`src/wrm_pkg.sv`:
```
// Package for the windowed RMS meter: widths, constants, controller state
// type and the command/status structs between controller and datapath.
`default_nettype none

package wrm_pkg;

  localparam int unsigned SAMPLE_W = 16;
  localparam int unsigned CNT_W    = 16;
  localparam int unsigned SUM_W    = 47;
  localparam int unsigned SQ_W     = 34;
  localparam int unsigned QUO_W    = 32;
  localparam int unsigned RMS_W    = 16;
  localparam int unsigned STEP_W   = 6;

  localparam logic [CNT_W-1:0]  WL_RESET  = 16'd8192;
  localparam logic [STEP_W-1:0] DIV_LAST  = 6'd46;
  localparam logic [STEP_W-1:0] ROOT_LAST = 6'd15;

  typedef enum logic [2:0] {
    ST_IDLE,
    ST_DIVIDE,
    ST_ROOT_LOAD,
    ST_ROOT,
    ST_DONE
  } state_e;

  typedef struct packed {
    logic acc_en;
    logic div_load;
    logic div_step;
    logic root_load;
    logic root_step;
    logic out_load;
  } ctrl_cmd_t;

  typedef struct packed {
    logic win_end;
  } dp_status_t;

endpackage

`default_nettype wire

```
`src/wrm_datapath.sv`:
```
// Datapath of the windowed RMS meter: window register, sum of squares,
// restoring divider, bit-pair square root and output register. Uses wrm_pkg.
`default_nettype none

module wrm_datapath import wrm_pkg::*; (
  input  wire logic                clk_i,
  input  wire logic                rst_ni,
  input  wire logic                cfg_we_i,
  input  wire logic [CNT_W-1:0]    cfg_wdata_i,
  input  wire logic [SAMPLE_W-1:0] sample_i,
  input  wire ctrl_cmd_t           cmd_i,
  output      dp_status_t          status_o,
  output      logic [RMS_W-1:0]    rms_value_o
);

  logic [CNT_W-1:0]   wl_q;
  logic [SUM_W-1:0]   sum_q, sum_d, sum_new;
  logic [CNT_W-1:0]   cnt_q, cnt_d, cnt_new, limit;
  logic [SAMPLE_W:0]  mag;
  logic [SQ_W-1:0]    square;

  logic [CNT_W-1:0]   divisor_q;
  logic [CNT_W-1:0]   div_rem_q;
  logic [SUM_W-1:0]   div_sh_q;
  logic [CNT_W:0]     div_trial, div_diff;
  logic               div_ge;

  logic [QUO_W-1:0]   rad_q;
  logic [RMS_W+2:0]   root_rem_q;
  logic [RMS_W-1:0]   root_q;
  logic [RMS_W+2:0]   root_rem_sh, root_trial;
  logic               root_ge;

  logic [RMS_W-1:0]   rms_q;

  // Magnitude of the two's complement sample, 0..32768.
  assign mag     = sample_i[SAMPLE_W-1] ? ((SAMPLE_W+1)'(1) << SAMPLE_W) - {1'b0, sample_i}
                                        : {1'b0, sample_i};
  assign square  = SQ_W'(mag) * SQ_W'(mag);
  assign sum_new = sum_q + SUM_W'(square);
  assign cnt_new = cnt_q + 1'b1;
  assign limit   = (wl_q == '0) ? CNT_W'(1) : wl_q;

  assign status_o.win_end = (cnt_new != '0) && (cnt_new >= limit);

  always_comb begin
    sum_d = sum_q;
    cnt_d = cnt_q;
    if (cmd_i.acc_en) begin
      if (status_o.win_end) begin
        sum_d = '0;
        cnt_d = '0;
      end else begin
        sum_d = sum_new;
        cnt_d = cnt_new;
      end
    end
  end

  always_ff @(posedge clk_i or negedge rst_ni) begin
    if (!rst_ni) begin
      wl_q  <= WL_RESET;
      sum_q <= '0;
      cnt_q <= '0;
    end else begin
      if (cfg_we_i) begin
        wl_q <= cfg_wdata_i;
      end
      sum_q <= sum_d;
      cnt_q <= cnt_d;
    end
  end

  // One quotient bit per step; the remainder always stays below the divisor.
  assign div_trial = {div_rem_q, div_sh_q[SUM_W-1]};
  assign div_ge    = div_trial >= {1'b0, divisor_q};
  assign div_diff  = div_trial - {1'b0, divisor_q};

  // One root bit per step from the next two radicand bits.
  assign root_rem_sh = {root_rem_q[RMS_W:0], rad_q[QUO_W-1 -: 2]};
  assign root_trial  = {1'b0, root_q, 2'b01};
  assign root_ge     = root_rem_sh >= root_trial;

  always_ff @(posedge clk_i) begin
    if (cmd_i.div_load) begin
      divisor_q <= cnt_new;
      div_rem_q <= '0;
      div_sh_q  <= sum_new;
    end else if (cmd_i.div_step) begin
      div_rem_q <= div_ge ? div_diff[CNT_W-1:0] : div_trial[CNT_W-1:0];
      div_sh_q  <= {div_sh_q[SUM_W-2:0], div_ge};
    end

    if (cmd_i.root_load) begin
      rad_q      <= div_sh_q[QUO_W-1:0];
      root_rem_q <= '0;
      root_q     <= '0;
    end else if (cmd_i.root_step) begin
      rad_q      <= {rad_q[QUO_W-3:0], 2'b00};
      root_rem_q <= root_ge ? (root_rem_sh - root_trial) : root_rem_sh;
      root_q     <= {root_q[RMS_W-2:0], root_ge};
    end

    if (cmd_i.out_load) begin
      rms_q <= root_q;
    end
  end

  assign rms_value_o = rms_q;

endmodule

`default_nettype wire

```
`src/wrm_ctrl.sv`:
```
// Controller of the windowed RMS meter: sequences divide, square root and
// output hand-off, and gates input requests. Uses wrm_pkg.
`default_nettype none

module wrm_ctrl import wrm_pkg::*; (
  input  wire logic       clk_i,
  input  wire logic       rst_ni,
  input  wire logic       in_valid_i,
  input  wire logic       out_ready_i,
  input  wire dp_status_t status_i,
  output      logic       in_ready_o,
  output      logic       out_valid_o,
  output      ctrl_cmd_t  cmd_o
);

  state_e            state_q, state_d;
  logic [STEP_W-1:0] step_q, step_d;
  logic              out_valid_q, out_valid_d;
  logic              slot_free;

  assign slot_free = !out_valid_q || out_ready_i;

  always_comb begin
    state_d = state_q;
    unique case (state_q)
      ST_IDLE:      if (cmd_o.div_load) state_d = ST_DIVIDE;
      ST_DIVIDE:    if (step_q == DIV_LAST) state_d = ST_ROOT_LOAD;
      ST_ROOT_LOAD: state_d = ST_ROOT;
      ST_ROOT:      if (step_q == ROOT_LAST) state_d = ST_DONE;
      ST_DONE:      if (slot_free) state_d = ST_IDLE;
      default:      state_d = ST_IDLE;
    endcase
  end

  always_comb begin
    cmd_o          = '0;
    step_d         = '0;
    // A request that closes a window waits while the previous one is in work.
    in_ready_o     = !(status_i.win_end && (state_q != ST_IDLE));
    cmd_o.acc_en   = in_valid_i && in_ready_o;
    cmd_o.div_load = cmd_o.acc_en && status_i.win_end;
    unique case (state_q)
      ST_IDLE:      ;
      ST_DIVIDE: begin
        cmd_o.div_step = 1'b1;
        if (step_q != DIV_LAST) step_d = step_q + 1'b1;
      end
      ST_ROOT_LOAD: cmd_o.root_load = 1'b1;
      ST_ROOT: begin
        cmd_o.root_step = 1'b1;
        if (step_q != ROOT_LAST) step_d = step_q + 1'b1;
      end
      ST_DONE:      cmd_o.out_load = slot_free;
      default:      ;
    endcase
    out_valid_d = cmd_o.out_load || (out_valid_q && !out_ready_i);
  end

  always_ff @(posedge clk_i or negedge rst_ni) begin
    if (!rst_ni) begin
      state_q     <= ST_IDLE;
      step_q      <= '0;
      out_valid_q <= 1'b0;
    end else begin
      state_q     <= state_d;
      step_q      <= step_d;
      out_valid_q <= out_valid_d;
    end
  end

  assign out_valid_o = out_valid_q;

endmodule

`default_nettype wire

```
`src/windowed_rms_meter_top.sv`:
```
// Top level of the windowed RMS meter: joins controller and datapath.
// Depends on wrm_pkg, wrm_ctrl and wrm_datapath.
//
//   channel | signals                          | direction
//   --------+----------------------------------+----------
//   in      | in_valid_i, in_ready_o, sample_i | request in
//   out     | out_valid_o, out_ready_i,        | request out
//           | rms_value_o                      |
//   cfg     | cfg_we_i, cfg_wdata_i            | write only
//
// Samples are taken one per cycle while in_ready_o is high; the square and the sum
// update in the same cycle. A request that closes a window hands sum and count to
// the result engine: 47 divider steps, one load, 16 root steps, one hand-off.
// Accumulation of the next window goes on meanwhile; only a request that would
// close another window stalls while the engine is busy or cannot hand off its result.
// Reset clears the sum, the count and all control state and sets the window to 8192.
`default_nettype none

module windowed_rms_meter_top import wrm_pkg::*; (
  input  wire logic                clk_i,
  input  wire logic                rst_ni,
  input  wire logic                cfg_we_i,
  input  wire logic [CNT_W-1:0]    cfg_wdata_i,
  input  wire logic                in_valid_i,
  output      logic                in_ready_o,
  input  wire logic [SAMPLE_W-1:0] sample_i,
  output      logic                out_valid_o,
  input  wire logic                out_ready_i,
  output      logic [RMS_W-1:0]    rms_value_o
);

  ctrl_cmd_t  cmd;
  dp_status_t status;

  // The controller owns all handshakes and the step counter.
  wrm_ctrl u_ctrl (
    .clk_i       (clk_i),
    .rst_ni      (rst_ni),
    .in_valid_i  (in_valid_i),
    .out_ready_i (out_ready_i),
    .status_i    (status),
    .in_ready_o  (in_ready_o),
    .out_valid_o (out_valid_o),
    .cmd_o       (cmd)
  );

  // The datapath keeps the window length, the running sum and the result units.
  wrm_datapath u_datapath (
    .clk_i       (clk_i),
    .rst_ni      (rst_ni),
    .cfg_we_i    (cfg_we_i),
    .cfg_wdata_i (cfg_wdata_i),
    .sample_i    (sample_i),
    .cmd_i       (cmd),
    .status_o    (status),
    .rms_value_o (rms_value_o)
  );

endmodule

`default_nettype wire

```
`config.mk`:
```
export PLATFORM = sky130hd
export DESIGN_NAME = windowed_rms_meter_top
export DESIGN_NICKNAME = d
export VERILOG_FILES = /design/src/wrm_pkg.sv /design/src/wrm_datapath.sv /design/src/wrm_ctrl.sv /design/src/windowed_rms_meter_top.sv
export SDC_FILE = /design/constraint.sdc
export NUM_CORES = 1
export LEC_CHECK = 0
export BUFFER_PORTS_ARGS = -buffer_cell sky130_fd_sc_hd__buf_4
export CORE_MARGIN = 2
export CORE_UTILIZATION = 50
export DETAILED_ROUTE_END_ITERATION = 7
export PLACE_DENSITY = 0.62
export SYNTH_ARGS = -nofsm -noshare
export SYNTH_HDL_FRONTEND = slang
export SYNTH_SLANG_ARGS = --single-unit
```
`constraint.sdc`:
```
create_clock -name clk_i -period 9.9 [get_ports clk_i]
set_input_delay 0.99 -clock clk_i [delete_from_list [all_inputs] [get_ports clk_i]]
set_output_delay 0.99 -clock clk_i [all_outputs]
set_load 0.02 [all_outputs]
```
After elaboration in Yosys (flattened, before gate mapping)
Cells that the tools add are included.
Widths: inputs -> output; s select.
- flip-flop bits (word level): 249
- input port bits: 37
- output and inout bits: 18
- add/subtract/negate cells: 6
- multipliers: 1
- magnitude comparators: 3
- eq/ne operators: 12
- multiplexer cells: 22
- reduce and logical (&&, ||, !) cells: 17
- operators by type and width (kind ; count):
    $mux 47 ; 3
    $mux 32 ; 2
    $mux 16 ; 3
    $add 47x34->47 ; 1
    $mul 17x17->34 ; 1
    $mux 17 ; 2
    $ge 19x18->1 ; 1
    $ge 17x16->1 ; 1
    $sub 17x16->17 const A ; 1
    $sub 17x17->17 ; 1
    $add 16x1->16 const B ; 1
    $ge 16x16->1 ; 1
    $logic_not 16->1 ; 1
    $reduce_bool 16->1 ; 1
    $sub 16x16->16 ; 1
    $pmux 3 s5 ; 1
    $mux 3 ; 4
    $mux 6 ; 2
    $pmux 6 s2 ; 1
    $add 6x1->6 const B ; 1
    $eq 3x2->1 const B ; 2
    $eq 6x4->1 const B ; 1
    $eq 6x6->1 const B ; 1
    $ne 2x1->1 const B ; 3
    other kinds (13) ; 24

Depth between registers and ports, before layout
- word-level depth: 10
- mapped depth: 33
- depth with buffers taken out: 30

By module
A second synthesis with hierarchy kept.
- cells, all modules: 2245
- area, all modules: 21894.7 sq um
- modules (own cells, without submodules) (module ; times used ; cells each ; area an instance (sq um) ; seq. area each (sq um)):
    wrm_datapath ; 1 ; 2190 ; 21302.9 ; 6292.3
    wrm_ctrl ; 1 ; 55 ; 591.8 ; 250.2

Worst setup path before layout
No wires, ideal clock.
- path kind: input to register
- start: input port sample_i[0]
- end: register u_datapath.div_sh_q[30], data pin
- setup time: 0.260 ns
- arrival time: 7.953 ns
- data required time: 9.640 ns
- slack: 1.687 ns
- stages: 27
- path buffers: 1
- path through: inv_1 -> clkbuf_1 -> ha_1 -> nand2_1 -> o41ai_1 -> xnor2_1 -> clkinv_1 -> nor2_1 -> inv_1 -> fa_1 -> inv_1 -> fa_1 -> fa_1 -> fa_1 -> fa_1 -> inv_1 -> fa_1 -> inv_1 -> ha_1 -> nand2_1 -> or3_1 -> and3_1 -> a22o_1 -> o31a_1 -> o21bai_1 -> xor2_1 -> mux2_2
- word-level cells in the longest chain between the ends: 5
- RTL lines (element ; line ; text):
    start: declaration ; windowed_rms_meter_top.sv:26 ; input wire logic [SAMPLE_W-1:0] sample_i,
    $sub 17x16->17 ; wrm_datapath.sv:37 ; assign mag = sample_i[SAMPLE_W-1] ? ((SAMPLE_W+1)'(1) << SAMPLE_W) - {1'b0, sample_i}
    $mux 17 (*) ; wrm_datapath.sv:37 ;
    $mul 17x17->34 (*) ; wrm_datapath.sv:39 ; assign square = SQ_W'(mag) * SQ_W'(mag);
    $add 47x34->47 (*) ; wrm_datapath.sv:40 ; assign sum_new = sum_q + SUM_W'(square);
    $mux 47 (*) ; wrm_datapath.sv:85 ; if (cmd_i.div_load) begin
    end signal: assignment ; wrm_datapath.sv:88 ; div_sh_q <= sum_new;
    end signal: assignment ; wrm_datapath.sv:91 ; div_sh_q <= {div_sh_q[SUM_W-2:0], div_ge};
    end: declaration ; wrm_datapath.sv:24 ; logic [SUM_W-1:0] div_sh_q;
Every way passes the cells marked *; elsewhere a longest branch is shown, timed or not.
A chain may end at the register's enable or synchronous reset.

Worst setup path after layout
- start: input port sample_i[6]
- end: register u_datapath.div_sh_q[38], data pin
The elaborated chain is that of the path after synthesis.

==> qor.tcl <==
set qor(place_hpwl_mm) 39.3
set qor(finalSetupViolations) 0
set qor(overall_die_area_um2) 46100
set qor(port-buffer-count) 54
set qor(cpMaxStageDelayCell) {sky130_fd_sc_hd__xor2_1}
set qor(crit_path_capture_type) {flip-flop}
set qor(post_synth_edffs) 111
set qor(syn_area_per_cell_um2) 9.53
set qor(holdCritPathClass) {primary input to asynchronous set/reset pin}
set qor(dr_total_vias) 16300
set qor(largest_net_degree_at_the_start_of_global_routing) 70
set qor(core.rowCount) 77
set qor(timing.final.max_slew_violations) 0
set qor(postCtsHoldBufs) 0
set qor(finalClockSkew_ps) 14.2
set qor(detail_route.vias_per_cell) 5.43
set qor(globalRouteTotalUtil) 0.229
set qor(initial_core_utilization) 0.504
set qor(drt-pass1-iter-count) 5
set qor(clock_latency_on_the_worst_skew_pair_ps) 540
set qor(first_global_vias) 16900
set qor(flow.area_growth_from_synthesis_pct) 9.40
set qor(yosys.cell_types.count) 83
set qor(layout_worst_path_cycle_share) 0.919
set qor(critical_path.max_stage_delay_ps) 660
set qor(cp_data_required_time_ps) 10280
set qor(crit_arrival_ps) 9480
set qor(syn_inst) 2330
set qor(finalHoldViolCount) 0
set qor(ant_nets) 0
set qor(synth_async_sr_flop_share) 0.357
set qor(rsz0062_at_grt) {false}
set qor(design.portCount) 55
set qor(timing.fmax_ghz) 0.110
set qor(fp.coreArea_um2) 44000
set qor(min_tclk_post_route_ps) 9100
set qor(crit_path_frequent_cell) {sky130_fd_sc_hd__fa_1}
set qor(gr-total-overflow) 0
set qor(tritoncts_num_sinks) 249
set qor(fp.dieH_um) 215
set qor(critical_path.max_fanout) 10
set qor(routed_wl_mm) 50.8
set qor(place.gp.congestion) 0.877
set qor(post_cts_resized) 0
set qor(finalSetupTns_ps) 0
set qor(die_width_um) 215
set qor(max-slew-margin-rel) 0.195
set qor(synth.yosys.seq_area_share) 0.295
set qor(synthesis.area_um2) 22200
set qor(synthFlopType) {sky130_fd_sc_hd__edfxtp_1}
set qor(antenna-diode-count) 0
set qor(post_cts_setup_bufs) 0
set qor(grt_antenna_before_repair) 0
set qor(fraction_of_layout_cells_with_a_size_suffix_above_1) 0.0882
set qor(max_cap_viol_count) 0
set qor(first_iter_violations) 1119
set qor(critPathLaunchType) {primary input}
set qor(nFillCells) 4004
set qor(max_clock_buf_depth) 3
set qor(worstSetupPathType) {primary input to flip-flop}
set qor(detail_route.drc_violations) 0
set qor(cts_root_buffer) {sky130_fd_sc_hd__clkbuf_16}
set qor(synth-seq-cells) 249
set qor(yosys_warnings) 0
set qor(nets) 2828
set qor(cts_buffers) 27
set qor(tritoncts) {done}
set qor(grt_first_pass_wirelength_mm) 86.1
set qor(route.detailed.wl_per_inst_um) 16.9
set qor(outcome) {complete, no violations}
set qor(tightestPinTransition_ps) 1200
set qor(worst_path_clk_slew_ps) 60
set qor(cts.htree.levels) 1
## registers in the layout (all words and copies together) (netlist names), 16 cells and up
signal                  cells
u_datapath.divisor_q       16
u_datapath.sum_q           47
u_datapath.wl_q            16
u_datapath.div_rem_q       16
u_datapath.root_q          16
u_datapath.rad_q           32
u_datapath.rms_value_o     16
u_datapath.cnt_q           16
u_datapath.div_sh_q        47
u_datapath.root_rem_q      17
## area by class of cell
cell class	count	area, µm²	area share
Clock buffer	39	813	0.0335
Clock inverter	10	134	0.00551
Inverter	441	1660	0.0681
Multi-Input combinational cell	1594	13800	0.568
Sequential cell	249	6540	0.269
Tap cell	592	741	0.0305
Timing Repair Buffer	82	616	0.0253
## per-layer routing
metal	global-route usage	up-vias	part of all wire
met5	0	-	0
met4	0.0384	0	0.015
met3	0.0333	53	0.052
met2	0.391	368	0.49
met1	0.315	8130	0.45
li1	-	7771	-
## layout by cell type (no fill, tap or decap), drive strengths merged, types with 25 or more instances in the layout
master,count
a21oi,81
inv,437
xnor2,63
ha,174
clkbuf,39
dfrtp,88
nor2,125
dfxtp,49
xor2,36
nand2,255
o21ai,104
a21o,25
buf,82
mux2i,29
edfxtp,111
conb,41
nand3,79
fa,222
mux2,65
## Yosys cell counts, types with 7 or more instances
| cell | count | area [µm²] |
|---|---|---|
| sky130_fd_sc_hd__buf_4 | 8 | 60.1 |
| sky130_fd_sc_hd__dfrtp_1 | 88 | 2200 |
| sky130_fd_sc_hd__nand4_1 | 16 | 100 |
| sky130_fd_sc_hd__a21oi_1 | 81 | 405 |
| sky130_fd_sc_hd__dfxtp_1 | 49 | 981 |
| sky130_fd_sc_hd__clkbuf_1 | 48 | 180 |
| sky130_fd_sc_hd__xor2_1 | 36 | 315 |
| sky130_fd_sc_hd__nor2b_1 | 10 | 62.6 |
| sky130_fd_sc_hd__a21o_1 | 25 | 188 |
| sky130_fd_sc_hd__o211ai_1 | 8 | 60.1 |
| sky130_fd_sc_hd__xnor2_1 | 63 | 552 |
| sky130_fd_sc_hd__fa_1 | 222 | 4440 |
| sky130_fd_sc_hd__o31ai_1 | 19 | 143 |
| sky130_fd_sc_hd__a31oi_1 | 16 | 100 |
| sky130_fd_sc_hd__nor3_1 | 24 | 120 |
| sky130_fd_sc_hd__o21a_1 | 13 | 97.6 |
| sky130_fd_sc_hd__nor2_1 | 124 | 465 |
| sky130_fd_sc_hd__o21bai_1 | 10 | 75.1 |
| sky130_fd_sc_hd__buf_2 | 23 | 115 |
| sky130_fd_sc_hd__nand2_1 | 254 | 953 |
| sky130_fd_sc_hd__ha_1 | 174 | 2180 |
| sky130_fd_sc_hd__a211oi_1 | 16 | 120 |
| sky130_fd_sc_hd__inv_1 | 434 | 1630 |
| sky130_fd_sc_hd__a22o_1 | 10 | 87.6 |
| sky130_fd_sc_hd__and3_1 | 13 | 81.3 |
| sky130_fd_sc_hd__mux2_2 | 65 | 732 |
| sky130_fd_sc_hd__nand3_1 | 78 | 390 |
| sky130_fd_sc_hd__or3_1 | 21 | 131 |
| sky130_fd_sc_hd__o22ai_1 | 14 | 87.6 |
| sky130_fd_sc_hd__or4_1 | 7 | 52.6 |
| sky130_fd_sc_hd__edfxtp_1 | 111 | 3330 |
| sky130_fd_sc_hd__mux2i_1 | 29 | 290 |
| sky130_fd_sc_hd__nand2b_1 | 10 | 62.6 |
| sky130_fd_sc_hd__o21ai_0 | 98 | 490 |
## logic make-up after synthesis
logic type      count (synthesis)  share of synthesized area
flops                         249                      0.295
simple gates                  593                      0.122
other cells                     2                   0.000338
buf+inv                       526                     0.0919
fa+ha+maj                     396                      0.298
compound gates                371                      0.108
mux                            94                     0.0460
xor+xnor                       99                     0.0390
## worst paths after layout
path | from | end | slack, ps | depth (start not counted)
setup / recovery | sample_i[6] | u_datapath.div_sh_q[38] | 800 | 28
hold / removal | rst_ni | u_datapath.wl_q[4] | 340 | 1
setup reg to reg | u_datapath.sum_q[13] | u_datapath.div_sh_q[38] | 3780 | 18
hold reg to reg | u_datapath.root_q[12] | u_datapath.rms_value_o[12] | 460 | 0
max in group asynchronous | rst_ni | u_datapath.sum_q[4] | 8260 | 2
min in group clk_i | u_datapath.root_q[12] | u_datapath.rms_value_o[12] | 460 | 0
## stage by stage
| step | hold WS [ps] | util | cell area, µm² | setup slack [ps] | std cells |
|---|---|---|---|---|---|
| after detailed placement | 448 | 0.530 | 23400 | 427 | 2958 |
| after CTS | 332 | 0.552 | 24300 | 959 | 3007 |
| after global routing | 337 | 0.552 | 24300 | 339 | 3007 |
| final | 336 | 0.552 | 24300 | 801 | 3007 |
| after floorplan | 408 | - | 22400 | 1690 | 2369 |
| after global placement | 443 | 0.530 | 23400 | 567 | 2958 |
## critical path: cells and delay by family
| family | cells | cell delay, ps |
|---|---|---|
| XOR/XNOR | 1 | 660 |
| buffers and inverters | 6 | 650 |
| adder cells (fa/ha/maj) | 7 | 3260 |
| AND/OR/NAND/NOR | 7 | 2200 |
| AO/OA/AOI/OAI | 7 | 1690 |
Power is not shown: default switching activity piles up to over one toggle a cycle in this logic, so the estimate is an artifact.
